## config.mk

```make
export PLATFORM = sky130hd
export DESIGN_NAME = hpcs_div
export DESIGN_NICKNAME = d
export VERILOG_FILES = /design/src/design/hpcs_pkg.sv /design/src/design/hpcs_div.sv
export VERILOG_INCLUDE_DIRS = /design/src /design/src/design
export SDC_FILE = /design/constraint.sdc
export NUM_CORES = 1
export LEC_CHECK = 0
export ABC_AREA = 1
export ABC_CLOCK_PERIOD_IN_PS = 2600
export BUFFER_PORTS_ARGS = -buffer_cell sky130_fd_sc_hd__clkbuf_2
export CAP_MARGIN = 20
export CORE_MARGIN = 4
export CORE_UTILIZATION = 54
export DETAILED_ROUTE_END_ITERATION = 8
export PLACE_DENSITY_LB_ADDON = 0.3
export SLEW_MARGIN = 20
export SYNTH_ARGS = -nofsm -noshare
export SYNTH_HDL_FRONTEND = slang
export SYNTH_SLANG_ARGS = --single-unit
```

## constraint.sdc

```tcl
create_clock -name clk -period 2.6 [get_ports clk]
set_input_delay 0.13 -clock clk [delete_from_list [all_inputs] [get_ports clk]]
set_output_delay 0.13 -clock clk [all_outputs]
set_load 0.1 [all_outputs]
```

## src/design/assert_macros.svh

```systemverilog
// assertion macros for the contrast stretch block
// used by every module that checks its own logic; no other dependencies
`ifndef ASSERT_MACROS_SVH
`define ASSERT_MACROS_SVH
`ifndef SYNTHESIS
`define HPCS_ASSERT_SAME(lbl, clk, rst_n, ante, cons) \
    lbl: assert property (@(posedge clk) disable iff (!rst_n) (ante) |-> (cons)) \
        else $error("assertion failed");
`define HPCS_ASSERT_NEXT(lbl, clk, rst_n, ante, cons) \
    lbl: assert property (@(posedge clk) disable iff (!rst_n) (ante) |=> (cons)) \
        else $error("assertion failed");
`else
`define HPCS_ASSERT_SAME(lbl, clk, rst_n, ante, cons)
`define HPCS_ASSERT_NEXT(lbl, clk, rst_n, ante, cons)
`endif
`endif

```

## src/design/hpcs_pkg.sv

```systemverilog
// shared types, codes and constants of the contrast stretch block
// no dependencies
package hpcs_pkg;

    localparam int SAMPLE_BITS_DEF = 16;
    localparam int COUNT_BITS_DEF  = 32;

    localparam int PIXEL_BITS     = 16;
    localparam int CLIP_BITS      = 14;
    localparam int OUT_BITS       = 8;
    localparam int CFG_INDEX_BITS = 2;
    localparam int SCALE_BITS     = 14;

    localparam logic [SCALE_BITS-1:0] SCALE_FULL = 14'd10000;

    localparam logic [1:0] OP_HIST    = 2'd0;
    localparam logic [1:0] OP_RANGE   = 2'd1;
    localparam logic [1:0] OP_STRETCH = 2'd2;
    localparam logic [1:0] OP_CLEAR   = 2'd3;

    localparam logic [CFG_INDEX_BITS-1:0] CFG_LOW_CLIP  = 2'd0;
    localparam logic [CFG_INDEX_BITS-1:0] CFG_HIGH_CLIP = 2'd1;

    localparam logic KIND_RANGE = 1'b0;
    localparam logic KIND_PIXEL = 1'b1;

    typedef struct packed {
        logic [1:0]            op;
        logic [PIXEL_BITS-1:0] pixel;
    } in_item_t;

    typedef struct packed {
        logic                  result_kind;
        logic [OUT_BITS-1:0]   pixel_out;
        logic [PIXEL_BITS-1:0] range_low;
        logic [PIXEL_BITS-1:0] range_high;
    } out_item_t;

    typedef struct packed {
        logic                  start;
        logic [PIXEL_BITS-1:0] diff;
        logic [PIXEL_BITS-1:0] span;
    } div_req_t;

    typedef enum logic [3:0] {
        ST_CLEAR,
        ST_IDLE,
        ST_HIST_WR,
        ST_GOAL,
        ST_CHK,
        ST_MUL,
        ST_ADD,
        ST_STR,
        ST_DIV,
        ST_OUT
    } state_t;

endpackage

```

## src/design/hpcs_div.sv

```systemverilog
// restoring divider for the stretch: one quotient bit per cycle
// depends on hpcs_pkg and assert_macros.svh
`include "assert_macros.svh"
module hpcs_div #(
    parameter int SAMPLE_BITS = hpcs_pkg::SAMPLE_BITS_DEF
) (
    input  logic                          clk,
    input  logic                          rst_n,
    input  hpcs_pkg::div_req_t            req,
    output logic                          done,
    output logic [hpcs_pkg::OUT_BITS-1:0] quo
);

    localparam int QB = hpcs_pkg::OUT_BITS;
    localparam int CW = $clog2(QB);
    localparam logic [CW-1:0] LAST = CW'(QB - 1);

    logic [SAMPLE_BITS-1:0] rem_reg, rem_next;
    logic [SAMPLE_BITS-1:0] span_reg, span_next;
    logic [QB-1:0]          quo_reg, quo_next;
    logic [CW-1:0]          cnt_reg, cnt_next;
    logic                   busy_reg, busy_next;
    logic                   done_reg, done_next;
    logic [SAMPLE_BITS:0]   r2;
    logic                   ge;

    // one restoring step
    always_comb
    begin
        r2        = {rem_reg, 1'b0};
        ge        = r2 >= {1'b0, span_reg};
        rem_next  = rem_reg;
        span_next = span_reg;
        quo_next  = quo_reg;
        cnt_next  = cnt_reg;
        busy_next = busy_reg;
        done_next = 1'b0;
        if (req.start)
        begin
            rem_next  = req.diff[SAMPLE_BITS-1:0];
            span_next = req.span[SAMPLE_BITS-1:0];
            quo_next  = '0;
            cnt_next  = '0;
            busy_next = 1'b1;
        end
        else if (busy_reg)
        begin
            rem_next = ge ? SAMPLE_BITS'(r2 - {1'b0, span_reg}) : SAMPLE_BITS'(r2);
            quo_next = {quo_reg[QB-2:0], ge};
            cnt_next = cnt_reg + 1'b1;
            if (cnt_reg == LAST)
            begin
                busy_next = 1'b0;
                done_next = 1'b1;
            end
        end
    end

    // control state
    always_ff @(posedge clk or negedge rst_n)
    begin
        if (!rst_n)
        begin
            busy_reg <= 1'b0;
            done_reg <= 1'b0;
            cnt_reg  <= '0;
        end
        else
        begin
            busy_reg <= busy_next;
            done_reg <= done_next;
            cnt_reg  <= cnt_next;
        end
    end

    // datapath
    always_ff @(posedge clk)
    begin
        rem_reg  <= rem_next;
        span_reg <= span_next;
        quo_reg  <= quo_next;
    end

    assign done = done_reg;
    assign quo  = quo_reg;

    `HPCS_ASSERT_SAME(a_start_idle, clk, rst_n, req.start, !busy_reg)
    `HPCS_ASSERT_SAME(a_done_idle, clk, rst_n, done_reg, !busy_reg)
    `HPCS_ASSERT_NEXT(a_last_done, clk, rst_n, busy_reg && cnt_reg == LAST, done_reg)

endmodule

```

# Yosys cells after proc, flatten, opt, wreduce, memory -nomap -nowiden
# Index checks and enable logic that the tools add are counted.
dict set report classes {
  add_sub_neg 2
  multipliers 0
  div 0
  magnitude_cmp 1
  eq_ne 1
  n_shift 0
  muxes 11
  bitwise_logic 0
  reduce_logical 1
}
# operator n
set ops {}
lappend ops {{16-bit two-way mux} 3}
lappend ops {{17-bit by 16-bit greater-or-equal comparator with 1-bit output} 1}
lappend ops {{16-bit subtractor} 1}
lappend ops {{1-bit two-way mux} 6}
lappend ops {{3-bit two-way mux} 2}
lappend ops {{3-bit by 1-bit adder with 3-bit output (second input constant)} 1}
lappend ops {{3-bit == test (second input constant)} 1}
lappend ops {{2-bit nonzero test} 1}
dict set report word_totals {
  regBits 45
  latch_bits 0
  ram_bits 0
  mem_bits_ro 0
  in_bits 35
  elab_cells 22
  mem_count 0
}

# Depth between registers and ports, before layout
# Gate-level depths: netlist of run 1.
dict set report logic_depth {
  word_depth 4
  mapped_depth 14
  ltp_nobuf 14
}

# Least setup slack after synthesis of run 1
# No wires, ideal clock.
dict set report synth_timing {
  path_type {reg-to-reg}
  from {register rem_reg[0]}
  to {register rem_reg[2] (data pin)}
  t_arrival_ns 1.627
  required_ns 2.347
  slack_ns 0.720
  path_stages_with_launch 12
  synth_period_minus_slack_ns 1.880
  path_cell_list {edfxtp_1 > ha_1 > ha_1 > nand2_1 > nor2_1 > nand3_1 > nor2_2 > nor2_4 > buf_4 > nand3b_1 > nand3_1 > nand2_1}
}
dict set report synth_via {
  elab_chain_cells 4
}
# item line
set synth_lines {}
lappend synth_lines {{start: declaration} hpcs_div.sv:18} ;# logic [SAMPLE_BITS-1:0] rem_reg, rem_next;
lappend synth_lines {{start signal: assignment} hpcs_div.sv:79} ;# rem_reg <= rem_next;
lappend synth_lines {{16-bit subtractor or 17-bit by 16-bit greater-or-equal comparator with 1-bit output (tied branches)} {hpcs_div.sv:48, hpcs_div.sv:31}}
lappend synth_lines {{16-bit two-way mux (*)} hpcs_div.sv:48} ;# rem_next = ge ? SAMPLE_BITS'(r2 - {1'b0, span_reg}) : SAMPLE_BITS'(r2);
lappend synth_lines {{16-bit two-way mux (*)} hpcs_div.sv:46} ;# else if (busy_reg)
lappend synth_lines {{16-bit two-way mux (*)} hpcs_div.sv:38} ;# if (req.start)
lappend synth_lines {{net rem_next[2]} hpcs_div.sv:18}
# Mark *: on every way through the listed nets, which the timed path passes. The rest lies on a longest branch. The select of a mux whose other input is x is not followed.
# A chain may end at the register's enable or synchronous reset.

# Worst setup path after layout of run 1
dict set report layout_timing {
  from {register rem_reg[0]}
  to {register rem_reg[12] (data pin)}
}
# The elaborated chain is that of the path after synthesis.

==> results_dict.tcl, run 1 <==
set metrics [dict create \
    outcome "complete, no violations" \
    synth.area.top_cells "edfxtp_1, nand2_1, inv_1" \
    synth_top_flop_cell "edfxtp_1" \
    cts-buffers-inserted 5 \
    finClkSkew_ns 0.0111 \
    synth-seq-area-share_pct 41.2 \
    gr-usage-met1_pct 28.3 \
    period_minus_slack_ns 2.24 \
    cts_tree "yes" \
    start_util_pct 57.4 \
    fin_crit_sh_pct 86.2 \
    viasPerCell 5.16 \
    p_leak_uw 0.00189 \
    finalHoldViolations 0 \
    htree_levels 2 \
    gr-usage-met2_pct 37.9 \
    io_pins 44 \
    busiest_layer "met2" \
    grt_start_max_net_pins 35 \
    nets 514 \
    wl_per_cell_um 13.5 \
    grt_overflow 0 \
    drcViolationCount 0 \
    dpl.hpwl_um 5280 \
    antenna_found_initial 0 \
    max_slew_margin_pct 63.8 \
    io_buffer_count 43 \
    totalWireLength_um 7160 \
    drv_cap 0 \
    met3_usage_pct 3.66 \
    gp_congestion 0.922 \
    clockRootBuffer "clkbuf_8" \
    ant_nets 0 \
    grt_pass1_vias 2770 \
    critPathRequiredTime_ns 2.77 \
    antenna_cells 0 \
    synthDistinctLibCells 34 \
    end_kind "register" \
    cts.sinks 45 \
    die_width_um 82.8 \
    max_freq_mhz 446 \
    coreArea_um2 5270 \
    syn-instance-count 401 \
    grt_usage_pct 22.0 \
    hold_path_class "input port to register" \
    rsz0062_at_grt "no" \
    yosys_warnings 0 \
    drt_iter0_drc 167 \
    synth_edf_count 32 \
    grt_pass1_wl_um 12600 \
    vdd_drop_max_mv 0.626 \
    clk_pin_slew_ns 0.10 \
    ys_ff_latch 45 \
    clockBufferDepth 2 \
    async_flop_share_pct 11.1 \
    arrival_ns 2.41 \
    yosysMostFrequentCell "nand2_1" \
    fin_tns_setup_ns 0 \
    synth_top_area_share_pct 31.8 \
    start_kind "register" \
    powerDensity_nw_per_um2 974 \
    syn-num-nets 455 \
    fin_util_pct 67.5 \
    mappedNetlistArea_um2 3020 \
    crit_type "register to register" \
    dr.pass1.iters 7 \
    synth_area_leader_cell "edfxtp_1" \
    syn_to_final_growth_pct 17.6 \
    die_h_um 82.8 \
    syn-mean-instance-area_um2 7.54 \
    clkLatencyLatePin_ns 0.30 \
    finalSetupViolCount 0 \
    tightest_slew_ns 0.546 \
    post_cts_resized 0 \
    maxSlewViolCount 0 \
    n_fill_cell 469 \
    rows 26 \
    cp_max_fo 17 \
    drive_gt1_share_pct 15.8 \
    dr_total_vias 2742 \
    die_area_um2 6860 \
    yosys-top-cells-count "nand2_1, inv_1, nand3_1" \
]
-- power by group --
group,leakage [µW],total [µW],switching [µW],internal (µW)
Combinational,0.00137,1900,1230,668
Clock,0.0000599,528,253,275
Sequential,0.000457,1040,81.3,955
-- area by class of cell --
type	instances	area [µm²]	area share (%)
Clock buffer	7	108	3.03
Clock inverter	1	6.26	0.176
Sequential cell	45	1250	35.1
Timing Repair Buffer	60	378	10.6
Tap cell	70	87.6	2.46
Multi-Input combinational cell	274	1450	40.8
Inverter	74	278	7.81
-- layout by cell type (no fill, tap or decap), types with 7 or more instances in the layout --
cell type,Yosys,layout
edfxtp_1,32,32
inv_1,71,71
nor2_1,13,13
nand3_1,43,43
ha_1,18,18
nand3b_1,11,11
a21oi_1,7,7
clkbuf_2,0,43
dlygate4sd3_1,0,14
dfxtp_1,8,8
nand2_1,137,137
-- what timing repair did --
item                                    4_1_cts  5_1_grt
hold endpoints to repair                     17        1
endpoints found under the setup margin        0        0
setup buffers                                 0        0
hold buffers                                 13        1
-- per-stage QoR --
| stage | hold WS [ns] | cell area, µm² | setup WS, ns | total power, µW | std cells |
|---|---|---|---|---|---|
| floorplan | -0.166 | 3020 | 0.720 | 2520 | 401 |
| global placement | -0.0514 | 3300 | 0.394 | 2840 | 509 |
| detailed placement | -0.0455 | 3300 | 0.371 | 2900 | 509 |
| CTS | 0.000578 | 3540 | 0.359 | 3450 | 530 |
| global route | 0.00154 | 3550 | 0.138 | 3790 | 531 |
| finish | 0.00909 | 3550 | 0.360 | 3460 | 531 |
-- layer usage --
layer | up-vias | share of wire [%]
met2 | 104 | 49
li1 | 1388 | -
met5 | - | 0
met4 | 0 | 1.8
met1 | 1236 | 43
met3 | 14 | 6.3
-- path summary, 6_finish.rpt --
check                                start     endpoint  slack (ns)  cells past startpoint
worst max-delay path            rem_reg[0]  rem_reg[12]        0.36                     11
worst min-delay path                req[7]  span_reg[7]       0.009                      1
worst max register to register  rem_reg[0]  rem_reg[12]        0.36                     11
worst min register to register      quo[3]       quo[3]        0.50                      2
max in group asynchronous            rst_n     busy_reg        2.28                      2
min in group asynchronous            rst_n   cnt_reg[0]        0.18                      2
-- worst max-delay path, stage by stage (launching register included) --
cell and delay (ns):
edfxtp_1 0.41, ha_1 0.37, ha_1 0.21, nand2_1 0.06
nor2_1 0.04, nand3_1 0.09, nor2_2 0.05, nor2_4 0.38
nand2_4 0.22, nand2_1 0.12, nand3_1 0.07, nand2_1 0.07
-- cells by family (layout without fill, tap and decap cells) --
| group | after synthesis | in the layout | synth area share, % |
|---|---|---|---|
| compound gates | 17 | 17 | 3.15 |
| flops | 45 | 45 | 41.2 |
| fa+ha+maj | 19 | 19 | 8.11 |
| xor+xnor | 7 | 7 | 2.03 |
| simple gates | 231 | 231 | 34.7 |
| buf+inv | 82 | 142 | 10.8 |
Note: power is estimated with default switching activity, not from simulation.
==> run 2, diff against run 1 <==
CORE_UTILIZATION = 45   (was 54)
==> run 2 against run 1 <==
Highest routed layer unchanged; die area up 18%; design area shrank 0.25%; global-route usage decreased by 4.2 points; via count is 3.2% lower; clock skew rose by 0.0064 ns; routed wire length fell by 3.1%; critical endpoint unchanged; hold slack lost 0.0023 ns; utilization fell by 12 points.
==> results_dict.tcl, run 2 (same netlist as run 1, synthesis figures left out) <==
set metrics [dict create \
    swShare_pct 45.1 \
    die_h_um 90.0 \
    min_to "span_reg[9]" \
    cellInternalPower_uw 1870 \
    gp_congestion 0.969 \
    post_cts_resized 0 \
    hp-start "req[9]" \
    grt_start_max_net_pins 35 \
    vdd_drop_max_mv 0.646 \
    rr_endpoint "rem_reg[12]" \
    cts-buffers-inserted 5 \
    holdPathStages 1 \
    tightest_slew_ns 0.812 \
    hold_buffers 12 \
    total_power_uw 3410 \
    drt_iter0_drc 207 \
    power_frac_clock_pct 14.8 \
    powerDensity_nw_per_um2 962 \
    clkLatencyLatePin_ns 0.31 \
    topRoutingLayerUsed "met4" \
    dr_total_vias 2654 \
    coreArea_um2 6420 \
    die_area_um2 8090 \
    grt_pass1_vias 2640 \
    rr_startpoint "rem_reg[11]" \
    cts.sinks 45 \
    rows 29 \
    fin_tns_setup_ns 0 \
    cp_common_cell "nand2_1" \
    syn_to_final_growth_pct 17.3 \
    io_buffer_count 43 \
    cp.depth 12 \
    post_cts_buffers 0 \
    drv_cap 0 \
    max_freq_mhz 440 \
    maxSlewViolCount 0 \
    drcViolationCount 0 \
    m1WireLength_um 3220 \
    period_minus_slack_ns 2.27 \
    crit_type "register to register" \
    crit_family "simple AND/OR/NAND/NOR gates" \
    htree_levels 2 \
    wl_per_cell_um 12.9 \
    clk_pin_slew_ns 0.10 \
    crit_chain "ha_1 -> nand2_1 -> inv_1 -> nand2_1 -> nand2_1 -> nand2_1 -> nand2_1 -> nor2_4 -> nand2_4 -> nand2_1 -> nand3_1 -> nand2_1" \
    cts_tree "yes" \
    arrival_ns 2.45 \
    totalWireLength_um 6940 \
    fin_crit_sh_pct 87.3 \
    antenna_found_initial 0 \
    start_util_pct 47.1 \
    ant_nets 0 \
    critPathRequiredTime_ns 2.78 \
    met2WireLength_um 3220 \
    critPathSlowestCell "edfxtp_1" \
    outcome "complete, no violations" \
    whs_ns 0.00682 \
    clockBufferDepth 2 \
    antenna_cells 0 \
    final_cell_mix "nand2_1, inv_1, nand3_1, clkbuf_2, edfxtp_1" \
    p_leak_uw 0.00188 \
    end_kind "register" \
    wl_met3_um 389 \
    viasPerCell 4.94 \
    r2r_setup_slack_ns 0.33 \
    reg2reg_depth 12 \
    p_sw_uw 1540 \
    dpl_cell_area_um2 3310 \
    nets 513 \
    cp_max_fo 17 \
    final_common_cell "nand2_1" \
    max_slew_margin_pct 45.7 \
    hold_path_class "input port to register" \
    rsz0062_at_grt "no" \
    io_pins 44 \
    pwr-share-comb_pct 54.9 \
    finClkSkew_ns 0.0174 \
    final_area_um2 3550 \
    fin_util_pct 55.2 \
    grt_pass1_wl_um 11900 \
    slowest_delay_ns 0.41 \
    die_width_um 90.0 \
    grt_usage_pct 17.8 \
    critical_path_buf_inv_count 1 \
    start_kind "register" \
    grt_overflow 0 \
    dpl.hpwl_um 5180 \
    clockRootBuffer "clkbuf_8" \
    p_seq_share_pct 30.2 \
    finalHoldViolations 0 \
    finalSetupViolCount 0 \
    dr.pass1.iters 4 \
    drive_gt1_share_pct 15.7 \
]
## run 2: layer usage
metal	GRT usage, %	vias to the layer above
met5	0	-
met4	4.85	0
met3	3.09	10
met2	30.1	71
met1	23.5	1189
li1	-	1384
## run 2: how the worst max path moves through the flow
stage / end / start / slack [ns]
after detailed placement: rem_reg[12] / rem_reg[11] / 0.38
after floorplan: rem_reg[2] / rem_reg[0] / 0.72
after global routing: rem_reg[10] / rem_reg[11] / 0.09
after CTS: rem_reg[12] / rem_reg[11] / 0.35
final: rem_reg[12] / rem_reg[11] / 0.33
after global placement: rem_reg[0] / rem_reg[11] / 0.41
## run 2: power groups by stage
stage               logic (µW)  registers [µW]  clock network, µW
global placement          1820            1040                  0
global route              2130            1050                549
detailed placement        1840            1050                  0
CTS                       1860            1030                521
finish                    1870            1030                505
floorplan                 1410            1110                  0
## run 2: area by class of cell
type | count | area [µm²]
clock buffer | 7 | 97.6
sequential | 45 | 1250
timing repair buffer | 59 | 368
tap | 77 | 96.3
multi-input combinational | 274 | 1450
inverter | 74 | 278
fill | 608 | 2880
clock inverter | 1 | 8.76
## run 2: stage by stage
step / std cells / setup WS, ns
6_report: 537 / 0.330
5_1_grt: 537 / 0.0922
4_1_cts: 536 / 0.348
3_5_place_dp: 516 / 0.381
3_3_place_gp: 516 / 0.413
2_1_floorplan: 401 / 0.720
## run 2: worst reg2reg max path, stage by stage, from the launching register on
cell and delay [ns]:
edfxtp_1 0.41, ha_1 0.37, nand2_1 0.15, inv_1 0.05, nand2_1 0.06, nand2_1 0.06, nand2_1 0.06, nand2_1 0.08
nor2_4 0.38, nand2_4 0.23, nand2_1 0.13, nand3_1 0.07, nand2_1 0.09
==> run 3, diff against run 2 <==
CORE_UTILIZATION = 46   (was 45)
CTS_BUF_LIST = sky130_fd_sc_hd__clkbuf_8 sky130_fd_sc_hd__clkbuf_16   (was default)
==> run 3 against run 2 <==
Combinational power hardly changed; critical endpoint is now rem_reg[0]; critical path depth is 1 lower; clock skew is 0.012 ns lower; via count is 0.23% higher; global-route usage is 1.2 points higher; total power is 0.44% lower; setup slack better by 0.0057 ns; routed wire length is 1.2% lower; count of clock-buffer cells in the layout is 1 lower; die area is 2.0% lower.
==> results_dict.tcl, run 3 (same netlist as run 1, synthesis figures left out) <==
set metrics [dict create \
    fin_tns_setup_ns 0 \
    final_cell_mix "nand2_1, inv_1, nand3_1, clkbuf_2, edfxtp_1" \
    antenna_cells 0 \
    start_kind "register" \
    drive_gt1_share_pct 15.6 \
    end_kind "register" \
    vdd_drop_max_mv 0.494 \
    ant_nets 0 \
    crit_type "register to register" \
    syn_to_final_growth_pct 18.3 \
    finalHoldViolations 0 \
    cts.sinks 45 \
    rr_startpoint "rem_reg[10]" \
    antenna_found_initial 0 \
    drcViolationCount 0 \
    grt_overflow 0 \
    drv_cap 0 \
    max_freq_mhz 442 \
    reg2reg_depth 11 \
    powerDensity_nw_per_um2 950 \
    grt_pass1_wl_um 11800 \
    coreArea_um2 6350 \
    grt_start_max_net_pins 35 \
    die_area_um2 7930 \
    post_cts_resized 0 \
    period_minus_slack_ns 2.26 \
    clkLatencyLatePin_ns 0.30 \
    outcome "complete, no violations" \
    maxSlewViolCount 0 \
    grt_usage_pct 18.9 \
    hold_path_class "input port to register" \
    dpl.hpwl_um 5090 \
    finalSetupViolCount 0 \
    clockRootBuffer "clkbuf_8" \
    grt_pass1_vias 2570 \
    viasPerCell 4.93 \
    clockBufferDepth 2 \
    drt_iter0_drc 136 \
    fin_util_pct 56.3 \
    die_width_um 89.1 \
    n_fill_cell 588 \
    dr_total_vias 2660 \
    die_h_um 89.1 \
    start_util_pct 47.6 \
    max_slew_margin_pct 63.9 \
    rows 29 \
    clk_pin_slew_ns 0.09 \
    dr.pass1.iters 4 \
    cts-buffers-inserted 5 \
    io_buffer_count 43 \
    critPathRequiredTime_ns 2.66 \
    rr_endpoint "rem_reg[0]" \
    wl_per_cell_um 12.7 \
    crit_end "rem_reg[0]" \
    gp_congestion 0.949 \
    critPathLaunch "rem_reg[10]" \
    finClkSkew_ns 0.00568 \
    cp_max_fo 17 \
    nets 516 \
    arrival_ns 2.33 \
    p_leak_uw 0.00189 \
    final_common_cell "nand2_1" \
    htree_levels 2 \
    fin_crit_sh_pct 87.1 \
    totalWireLength_um 6850 \
    io_pins 44 \
    r2r_setup_slack_ns 0.34 \
    cts_tree "yes" \
    rsz0062_at_grt "no" \
    tightest_slew_ns 0.543 \
]
==> run 3: cell count changes in the layout (fill, tap and decap cells not counted) <==
cell           previous run  this run
inv_1                    71        72
clkbuf_1                  1         0
dlygate4sd3_1            13        16
==> run 3: cell type report <==
type / instances / area [µm²] / share of cell area (%)
Multi-Input combinational cell: 274 / 1450 / 40.6
Sequential cell: 45 / 1250 / 34.8
Timing Repair Buffer: 62 / 398 / 11.1
Inverter: 74 / 278 / 7.77
Tap cell: 77 / 96.3 / 2.69
Clock buffer: 6 / 93.8 / 2.62
Clock inverter: 2 / 12.5 / 0.350
==> run 3: per-layer routing <==
| metal | track usage, % | routed length, µm | vias to the layer above | part of all wire, % |
|---|---|---|---|---|
| li1 | - | - | 1390 | - |
| met1 | 23.8 | 3020 | 1194 | 44 |
| met2 | 33.4 | 3310 | 69 | 48 |
| met3 | 3.50 | 432 | 7 | 6.3 |
| met4 | 5.14 | 92 | 0 | 1.3 |
| met5 | 0 | 0 | - | 0 |
==> run 3: worst min path at each step <==
stage / start / end / slack, ns / cells after the start
after floorplan: rst_n / busy_reg / -0.17 / 0
after global placement: rst_n / cnt_reg[0] / -0.05 / 1
after detailed placement: rst_n / cnt_reg[1] / -0.05 / 1
after CTS: req[5] / span_reg[5] / 0.005 / 1
after global routing: req[1] / span_reg[1] / 0.005 / 1
final: req[1] / span_reg[1] / 0.008 / 1
==> run 3: repair_timing <==
action	CTS	global route
buffers inserted	0	0
hold buffers	15	1
hold endpoints to repair	19	1
==> run 3: where the power goes <==
group	internal (µW)	switching (µW)
Sequential	955	78.2
Combinational	669	1190
Clock	246	254
==> run 3: stage by stage <==
step / hold WS, ns / cells / power, µW / worst slack [ns] / area (µm²)
6_report: 0.00771 / 540 / 3400 / 0.335 / 3580
5_1_grt: 0.00481 / 540 / 3720 / 0.148 / 3580
4_1_cts: 0.00453 / 539 / 3410 / 0.330 / 3570
3_5_place_dp: -0.0492 / 516 / 2880 / 0.345 / 3310
3_3_place_gp: -0.0498 / 516 / 2860 / 0.395 / 3310
2_1_floorplan: -0.166 / 401 / 2520 / 0.720 / 3020
==> run 3: worst max-delay path: stages, from the launching register on <==
cell      delay, ns
edfxtp_1       0.40
ha_1           0.38
nand2_1        0.17
inv_1          0.05
nand2_1        0.06
nand2_1        0.06
nand2_1        0.06
nand2_1        0.07
nor2_4         0.37
nand2_4        0.22
nand3_1        0.12
nand2_1        0.05
